## config.mk

```make
export PLATFORM = sky130hd
export DESIGN_NAME = mpfb_muladd
export DESIGN_NICKNAME = d
export VERILOG_FILES = /design/src/hw/rtl/mpfb_pkg.sv /design/src/hw/rtl/mpfb_muladd.sv
export SDC_FILE = /design/constraint.sdc
export NUM_CORES = 1
export LEC_CHECK = 0
export BUFFER_PORTS_ARGS = -buffer_cell sky130_fd_sc_hd__buf_2
export CAP_MARGIN = 25
export CORE_MARGIN = 5
export CORE_UTILIZATION = 35
export DETAILED_ROUTE_END_ITERATION = 8
export PLACE_DENSITY = 0.59
export REMOVE_ABC_BUFFERS = 1
export SLEW_MARGIN = 10
export SYNTH_ARGS = -nofsm -noshare
export SYNTH_HDL_FRONTEND = slang
export SYNTH_SLANG_ARGS = --single-unit
```

## constraint.sdc

```tcl
create_clock -name vclk -period 20.2
set_input_delay 4.04 -clock vclk [all_inputs]
set_output_delay 4.04 -clock vclk [all_outputs]
set_load 0.01 [all_outputs]
```

## src/hw/rtl/mpfb_pkg.sv

```systemverilog
// Package for the page-organized monochrome framebuffer engine.
// Holds field widths, request and register codes, and the sequencer states.
// No dependencies; every other file imports it.
package mpfb_pkg;

  // Defaults for the top-level parameters
  localparam int DEF_MAX_WIDTH    = 128;
  localparam int DEF_MAX_HEIGHT   = 64;
  localparam int DEF_GLYPH_WIDTH  = 8;
  localparam int DEF_GLYPH_HEIGHT = 8;

  // Word field widths
  localparam int REQ_TYPE_W = 3;
  localparam int POS_W      = 8;
  localparam int BYTE_W     = 8;
  localparam int INDEX_W    = 10;
  localparam int ROFF_W     = 4;

  // Configuration port
  localparam int AW_W       = 8;
  localparam int AH_W       = 7;
  localparam int CFG_IDX_W  = 1;
  localparam int CFG_DATA_W = 8;

  // Internal arithmetic widths, sized for the full parameter ranges
  // (width up to 256, height up to 128, cursor plus glyph offsets)
  localparam int COORD_W     = 9;
  localparam int HEFF_W      = 8;
  localparam int PAGE_W      = 6;
  localparam int LIN_W       = 16;
  localparam int PAGE_SHIFT  = 3;
  localparam int GLYPH_BIT_W = 3;
  localparam logic [GLYPH_BIT_W-1:0] GLYPH_MSB = 3'd7;

  typedef enum logic [REQ_TYPE_W-1:0] {
    REQ_PIXEL  = 3'd0,
    REQ_FILL   = 3'd1,
    REQ_READ   = 3'd2,
    REQ_GLYPH  = 3'd3,
    REQ_CURSOR = 3'd4
  } req_e;

  typedef enum logic [CFG_IDX_W-1:0] {
    CFG_ACTIVE_WIDTH  = 1'b0,
    CFG_ACTIVE_HEIGHT = 1'b1
  } cfg_e;

  typedef enum logic [3:0] {
    ST_CLEAR,
    ST_IDLE,
    ST_SIZE,
    ST_LIN,
    ST_RMW,
    ST_FILL,
    ST_READ_ADDR,
    ST_READ_DATA,
    ST_DONE
  } state_e;

endpackage

```

## src/hw/rtl/mpfb_muladd.sv

```systemverilog
// Shared multiply-add unit: a * b + c, used for page*width+column and for
// the active byte count. Depends on mpfb_pkg.
module mpfb_muladd import mpfb_pkg::*; (
  input  logic [PAGE_W-1:0]  a_i,
  input  logic [COORD_W-1:0] b_i,
  input  logic [COORD_W-1:0] c_i,
  output logic [LIN_W-1:0]   sum_o
);

  logic [PAGE_W+COORD_W-1:0] prod;

  assign prod  = a_i * b_i;
  assign sum_o = LIN_W'(prod) + LIN_W'(c_i);

endmodule

```

==> results.cfg, run 1 <==
[timing]
max_freq_mhz = 80.1
tns_ps = 0
finalHoldViolations = 0
period_share_pct = 61.8
rsz0062_at_grt = no
slew_violations = 0
relSlewSlack_pct = 75.6
finalCriticalPeriod_ps = 12490
worst_pin_slew_ps = 364
setup_violations = 0

[critical_path]
worst_setup_path_end_kind = primary output
path_class = in -> out
worstPathRequired_ps = 16160
crit_fanout = 9
arrival_ps = 8450
crit_path_start_kind = input port

[cells_and_area]
areaGrowthSynthToFinish_pct = 13.7
antenna_cells = 0
final_cells = 359
final_layout_size_suffix_gt1_share_pct = 15.1
seqCellArea_um2 = 0
layout.nets = 382
num-fill-cells = 624
seq_cell_count = 0
nClkBuffers = 0
final_cell_area_um2 = 2410

[clock_network]
holdBufCountCts = 0
post_cts_buffers = 0
cts.repair.resized = 0

[global_route]
grt_usage_pct = 11.6
grt_pass1_vias = 1741
antenna_found_initial = 0
grt_max_degree = 10
grt_pass1_wl_um = 7440
overflow = 0

[logic_synthesis]
yosysUniqueCellTypes = 28
synth_top_family_by_area = adder cells
seq_area_frac_synth_pct = 0
synth_compound_area_share_pct = 10.0
yosys-top-cells-area = fa_1 33%, ha_1 22%, and2_1 14%
synthSimpleGateAreaFrac_pct = 20.7
synth_warnings = 0
avgSynthCellArea_um2 = 8.67
synth_area_um2 = 2120
synth_fa_ha_area_share_pct = 54.8
yosys.area.top_type = fa_1
yosys.area.top_type_share_pct = 33.0
synthMuxAreaShare_pct = 0
netlist_instances = 245
synthXorXnorAreaFrac_pct = 4.54

[place]
dpl.cell_count = 359
detailed_place_hpwl_um = 3830
io_buffers = 40
placed_area_um2 = 2410
place.gp.congestion = 0.801

[routing]
drtPass1Iterations = 4
routed_wirelength_um = 4200
detail_route.iter0.violations = 39
vias = 1710
drtAntennaViolNets = 0
avgViaCountPerCell = 4.76
drc = 0
wl_per_cell_um = 11.7

[power_and_ir_drop]
power_density_nw_per_um2 = 95.8
irDropWorstVdd_v = 0.0000538
p_leak_nw = 1.34

[worst_hold_path]
hp-class = in -> out

[floorplan]
die-height_um = 87.9
fp-row-count = 28
start_util_pct = 35.9
die_area_um2 = 7720
coreArea_um2 = 5920
boundaryPins = 40
die_w_um = 87.9

[outcome]
outcome = completed

[job]
drv_cap = 0
## report_power, final
group,internal [mW],switching [mW],leakage [nW],total (mW)
combinational,0.103,0.128,1.34,0.231
sequential,0,0,0,0
clock,0,0,0,0
## worst paths after layout
check / startpoint / to / slack, ps / cells after the start
hold / removal: c_i[0] / sum_o[0] / 8390 / 3
setup / recovery: a_i[2] / sum_o[13] / 7710 / 17
## critical path, stage by stage
cell and delay (ps):
buf_2 150, and2_1 160, fa_1 530, inv_1 50
fa_1 470, inv_1 50, fa_1 520, inv_1 50
fa_1 490, inv_1 40, ha_1 360, a21o_1 210
a221oi_2 380, o22ai_2 200, or4b_1 500, nand4b_1 110
buf_2 130
## cells in the mapped netlist
cell type and n:
o311ai_0 1, fa_1 35, a211o_2 1, and2_1 48, o21ai_0 4, nand4_1 1, a21o_1 5, and3_1 2
o21bai_1 2, or4b_1 1, a21oi_1 13, o211ai_1 2, ha_1 37, nor2b_1 1, inv_1 55, xor2_1 4
nand3_1 3, xnor2_1 7, a211oi_1 1, nand2_1 8, nand4b_1 3, clkbuf_1 1, a31oi_1 1, o22ai_2 1
nor2_1 4, nor3_1 2, a221oi_2 1, nor4b_1 1
## kinds of logic (layout without fill, tap and decap cells)
logic type	after synthesis	after routing
simple gates	74	74
fa+ha+maj	72	72
buf+inv	56	95
compound gates	32	32
xor+xnor	11	11
## routing by layer
layer	GRT usage (%)	vias up	wire length, µm
met3	0.188	0	128
met1	15.7	823	1830
met5	0	-	0
met4	0	0	0
li1	-	862	-
met2	21.8	25	2240
## stage by stage
step                      util (%)  setup WS [ps]  hold slack (ps)  total power, mW
after floorplan                  -           8090             8230            0.169
after global routing          40.8           7450             8420            0.266
final                         40.8           7710             8390            0.231
after CTS                     40.8           7660             8400            0.238
after detailed placement      40.8           7680             8400            0.237
after global placement        40.8           7710             8390            0.235
## layout by cell type (no fill, tap or decap), drive strengths merged, types with 2 or more instances in the layout
cell	Yosys	final
inv	55	55
and2	48	48
buf	0	40
ha	37	37
fa	35	35
a21oi	13	13
nand2	8	8
xnor2	7	7
a21o	5	5
o21ai	4	4
nor2	4	4
xor2	4	4
nand3	3	3
nand4b	3	3
and3	2	2
o211ai	2	2
o21bai	2	2
nor3	2	2
## cell type report
cell class                 instances  area [µm²]  share of cell area [%]
multi-input combinational        189        1910                    79.3
tap                               75        93.8                    3.89
inverter                          55         206                    8.55
timing repair buffer              40         200                    8.29
No activity file was read; power rests on OpenSTA's default activity.
==> inputs of run 2 (changes only) <==
==> constraint.sdc (replaced) <==
create_clock -name vclk -period 13.05
set_input_delay 2.61 -clock vclk [all_inputs]
set_output_delay 2.61 -clock vclk [all_outputs]
set_load 0.01 [all_outputs]
==> results.cfg, run 2 (same netlist as run 1, synthesis figures left out) <==
[timing]
period_share_pct = 74.1
finalHoldViolations = 0
worst_pin_slew_ps = 392
finalCriticalPeriod_ps = 9680
tns_ps = 0
max_freq_mhz = 103
slew_violations = 0
relSlewSlack_pct = 73.9
rsz0062_at_grt = no
fin_hold_ws_ps = 5530
setup_violations = 0

[global_route]
overflow = 0
met1_usage_pct = 15.6
grt_pass1_vias = 1788
antenna_found_initial = 0
grt_max_degree = 10
busiest_layer = met2
grt_pass1_wl_um = 7530
grt_usage_pct = 11.6
grtUsageMet2_pct = 22.1
globalRouteMet3Util_pct = 0.188

[power_and_ir_drop]
irDropWorstVdd_v = 0.0000780
p_clk_share_pct = 0
power_density_nw_per_um2 = 148
p_int_mw = 0.159
power.switching_mw = 0.199
p_leak_nw = 1.34
pwr-share-comb_pct = 100.0
report.power.total_mw = 0.358
switching_share_pct = 55.6
seqPwrFrac_pct = 0

[cells_and_area]
num-fill-cells = 622
areaGrowthSynthToFinish_pct = 13.7
mostFrequentLayoutCell = inv_1
seqCellArea_um2 = 0
nClkBuffers = 0
antenna_cells = 0
seq_cell_count = 0
final_cell_area_um2 = 2410
most-common-layout-cells = 55 x inv_1, 48 x and2_1, 40 x buf_2
final_layout_size_suffix_gt1_share_pct = 15.1
layout.nets = 382

[floorplan]
coreArea_um2 = 5920
die-height_um = 87.9
start_util_pct = 35.9
boundaryPins = 40
die_area_um2 = 7720
fp-row-count = 28
die_w_um = 87.9

[routing]
wl_per_cell_um = 11.7
drc = 0
detail_route.iter0.violations = 47
avgViaCountPerCell = 4.86
drtAntennaViolNets = 0
drtPass1Iterations = 4
vias = 1745
routed_wirelength_um = 4200

[critical_path]
crit_fanout = 9
critical-path-max-stage-delay_ps = 530
crit_path_start_kind = input port
path_class = in -> out
worst_setup_path_end_kind = primary output
crit_chain = buf_2 -> and2_1 -> fa_1 -> inv_1 -> fa_1 -> inv_1 -> fa_1 -> inv_1 -> fa_1 -> inv_1 -> ha_1 -> a21o_1 -> a221oi_2 -> o22ai_2 -> or4b_1 -> nand4b_1 -> buf_2
worstPathRequired_ps = 10440
cp_slowest_cell = fa_1
arrival_ps = 7070

[place]
placed_area_um2 = 2410
detailed_place_hpwl_um = 3810
io_buffers = 40
place.gp.congestion = 0.805

[worst_hold_path]
hp-class = in -> out

[job]
drv_cap = 0

[clock_network]
cts.repair.resized = 0
post_cts_buffers = 0
holdBufCountCts = 0

[outcome]
outcome = completed
run 2: cell counts in the layout (fill, tap and decap cells not counted):
Identical to the previous run, type by type.
run 2: layout make-up:
type	count	area (µm²)	share of cell area (%)
Timing Repair Buffer	40	200	8.29
Multi-Input combinational cell	189	1910	79.3
Inverter	55	206	8.55
Tap cell	75	93.8	3.89
run 2: power groups by stage:
| stage | Sequential [mW] | Combinational, mW | Clock, mW |
|---|---|---|---|
| after floorplan | 0 | 0.261 | 0 |
| after global placement | 0 | 0.364 | 0 |
| after detailed placement | 0 | 0.366 | 0 |
| after CTS | 0 | 0.369 | 0 |
| after global routing | 0 | 0.410 | 0 |
| final | 0 | 0.358 | 0 |
run 2: worst max-delay path: cells and delay by family:
family          cells  cell delay (ps)
fa+ha+maj           5             2370
compound gates      3              840
simple gates        3              750
buf+inv             6              470
run 2: routing by layer:
| layer | vias up | share of wire [%] |
|---|---|---|
| met3 | 0 | 3.3 |
| li1 | 858 | - |
| met5 | - | 0 |
| met4 | 0 | 0 |
| met1 | 858 | 43 |
| met2 | 29 | 53 |
run 2: stage by stage:
stage	utilization (%)	instances	setup slack (ps)
2_1_floorplan	-	244	3800
3_3_place_gp	40.8	359	3430
3_5_place_dp	40.8	359	3380
4_1_cts	40.8	359	3360
5_1_grt	40.8	359	3130
6_report	40.8	359	3370
run 2: worst paths after layout:
check | start | to | cells after the start
worst max-delay path | a_i[2] | sum_o[13] | 17
worst min-delay path | c_i[0] | sum_o[0] | 3
==> inputs of run 3 (changes only) <==
--- a/config.mk
+++ b/config.mk
@@ -5,12 +5,13 @@
 export SDC_FILE = /design/constraint.sdc
 export NUM_CORES = 1
 export LEC_CHECK = 0
+export ABC_AREA = 1
 export BUFFER_PORTS_ARGS = -buffer_cell sky130_fd_sc_hd__buf_2
 export CAP_MARGIN = 25
 export CORE_MARGIN = 5
 export CORE_UTILIZATION = 35
 export DETAILED_ROUTE_END_ITERATION = 8
-export PLACE_DENSITY = 0.59
+export PLACE_DENSITY = 0.6
 export REMOVE_ABC_BUFFERS = 1
 export SLEW_MARGIN = 10
 export SYNTH_ARGS = -nofsm -noshare
==> constraint.sdc (replaced) <==
create_clock -name vclk -period 8.2
set_input_delay 1.64 -clock vclk [all_inputs]
set_output_delay 1.64 -clock vclk [all_outputs]
set_load 0.01 [all_outputs]
==> results.cfg, run 3 <==
[outcome]
outcome = completed

[critical_path]
crit_buf_inv = 6
cp_slowest_cell = fa_1
critical-path-max-stage-delay_ps = 550
worst_setup_path_end_kind = primary output
arrival_ps = 5260
critical_path.top_delay_family = adder cells
crit_fanout = 9
crit_path_start_kind = input port
crit_path_frequent_cell = nand2_1
path_class = in -> out
crit_chain = buf_2 -> nand2_1 -> fa_1 -> fa_1 -> inv_1 -> fa_1 -> inv_1 -> fa_1 -> inv_1 -> ha_1 -> nand2_1 -> inv_1 -> nand2_1 -> nand3_2 -> nand2_1 -> nand2_1 -> nand2_1 -> nand2_1 -> buf_2
worstPathRequired_ps = 6560

[logic_synthesis]
avgSynthCellArea_um2 = 6.39
synthTopCellsByCount = 130 x inv_1, 122 x nand2_1, 37 x ha_1, 35 x fa_1, 13 x nor2_1
yosysUniqueCellTypes = 16
yosys.area.top_type_share_pct = 29.2
netlist_instances = 376
synth_warnings = 0
yosys-top-cells-area = fa_1 29%, inv_1 20%, ha_1 19%
yosys.area.top_type = fa_1
synth_most_common_cell = inv_1
synth_area_um2 = 2400
seq_area_frac_synth_pct = 0

[timing]
finalCriticalPeriod_ps = 6900
relSlewSlack_pct = 85.1
max_freq_mhz = 145
finalHoldViolations = 0
setup_violations = 0
slew_violations = 0
period_share_pct = 84.2
worst_pin_slew_ps = 223
rsz0062_at_grt = no
fin_hold_ws_ps = 3590
tns_ps = 0

[power_and_ir_drop]
p_leak_nw = 1.95
seqPwrFrac_pct = 0
power_density_nw_per_um2 = 233
p_int_mw = 0.245
power.switching_mw = 0.380
report.power.total_mw = 0.624
switching_share_pct = 60.8
pwr-share-comb_pct = 100.0
p_clk_share_pct = 0
irDropWorstVdd_v = 0.0000934

[place]
placed_area_um2 = 2680
io_buffers = 40
detailed_place_hpwl_um = 4470
dpl.cell_count = 490
place.gp.congestion = 0.837

[cells_and_area]
num-fill-cells = 752
final_cells = 490
final_layout_size_suffix_gt1_share_pct = 11.5
nClkBuffers = 0
antenna_cells = 0
most-common-layout-cells = 130 x inv_1, 122 x nand2_1, 40 x buf_2
mostFrequentLayoutCell = inv_1
areaGrowthSynthToFinish_pct = 11.6
seq_cell_count = 0
seqCellArea_um2 = 0
final_cell_area_um2 = 2680
layout.nets = 508

[routing]
vias = 2150
detail_route.iter0.violations = 71
drtPass1Iterations = 4
drtAntennaViolNets = 0
wl_per_cell_um = 9.83
avgViaCountPerCell = 4.39
routed_wirelength_um = 4820
drc = 0

[floorplan]
die-height_um = 92.8
fp-row-count = 30
die_w_um = 92.8
die_area_um2 = 8620
coreArea_um2 = 6720
boundaryPins = 40
start_util_pct = 35.8

[global_route]
overflow = 0
grt_usage_pct = 11.4
grt_pass1_wl_um = 8430
grt_max_degree = 10
antenna_found_initial = 0
grt_pass1_vias = 1954

[job]
drv_cap = 0

[clock_network]
cts.repair.resized = 0
holdBufCountCts = 0
post_cts_buffers = 0

[worst_hold_path]
hp-class = in -> out
-- run 3: cell types whose count changed in the layout (fill, tap and decap cells not counted), moves of 7 or more --
cell,before,now
nor2_1,4,13
and2_1,48,0
inv_1,55,130
a21oi_1,13,6
nand2_1,8,122
nand3_1,3,10
-- run 3: path summary, 6_finish.rpt --
path   start  slack (ps)  cells past startpoint         to
min   c_i[0]        3590                      3   sum_o[0]
max   a_i[5]        1300                     19  sum_o[14]
-- run 3: final cells by class --
type / count / area, µm² / share of cell area (%)
timing repair buffer: 40 / 200 / 7.47
inverter: 130 / 488 / 18.2
multi-input combinational: 240 / 1890 / 70.6
tap: 80 / 100 / 3.73
-- run 3: power groups by stage --
stage | registers (mW) | clock network [mW] | logic [mW]
after floorplan | 0 | 0 | 0.453
after global placement | 0 | 0 | 0.628
after detailed placement | 0 | 0 | 0.636
after CTS | 0 | 0 | 0.642
after global routing | 0 | 0 | 0.722
final | 0 | 0 | 0.624
-- run 3: through the flow --
stage | util, % | setup slack (ps)
CTS | 39.9 | 1260
detailed placement | 39.9 | 1270
finish | 39.9 | 1300
global route | 39.9 | 1030
global placement | 39.9 | 1340
floorplan | - | 1760
-- run 3: tightest hold or removal path: stages --
cell and delay (ps):
buf_2 80, ha_1 120, buf_2 120
-- run 3: cells by family (layout without fill, tap and decap cells) --
logic type               count (synthesis)  count (layout)  share of synthesized area, %
AO/OA/AOI/OAI                            7               7                          1.61
XOR/XNOR                                 7               7                          2.55
adder cells (fa/ha/maj)                 72              72                          48.4
buffers and inverters                  136             170                          21.3
AND/OR/NAND/NOR                        154             154                          26.1
-- run 3: metal layers --
metal	vias up	global-route usage, %	wire length [µm]
met5	-	0	0
met4	0	0.366	14
met3	2	0.650	217
met2	39	20.0	2370
met1	987	16.4	2210
li1	1122	-	-
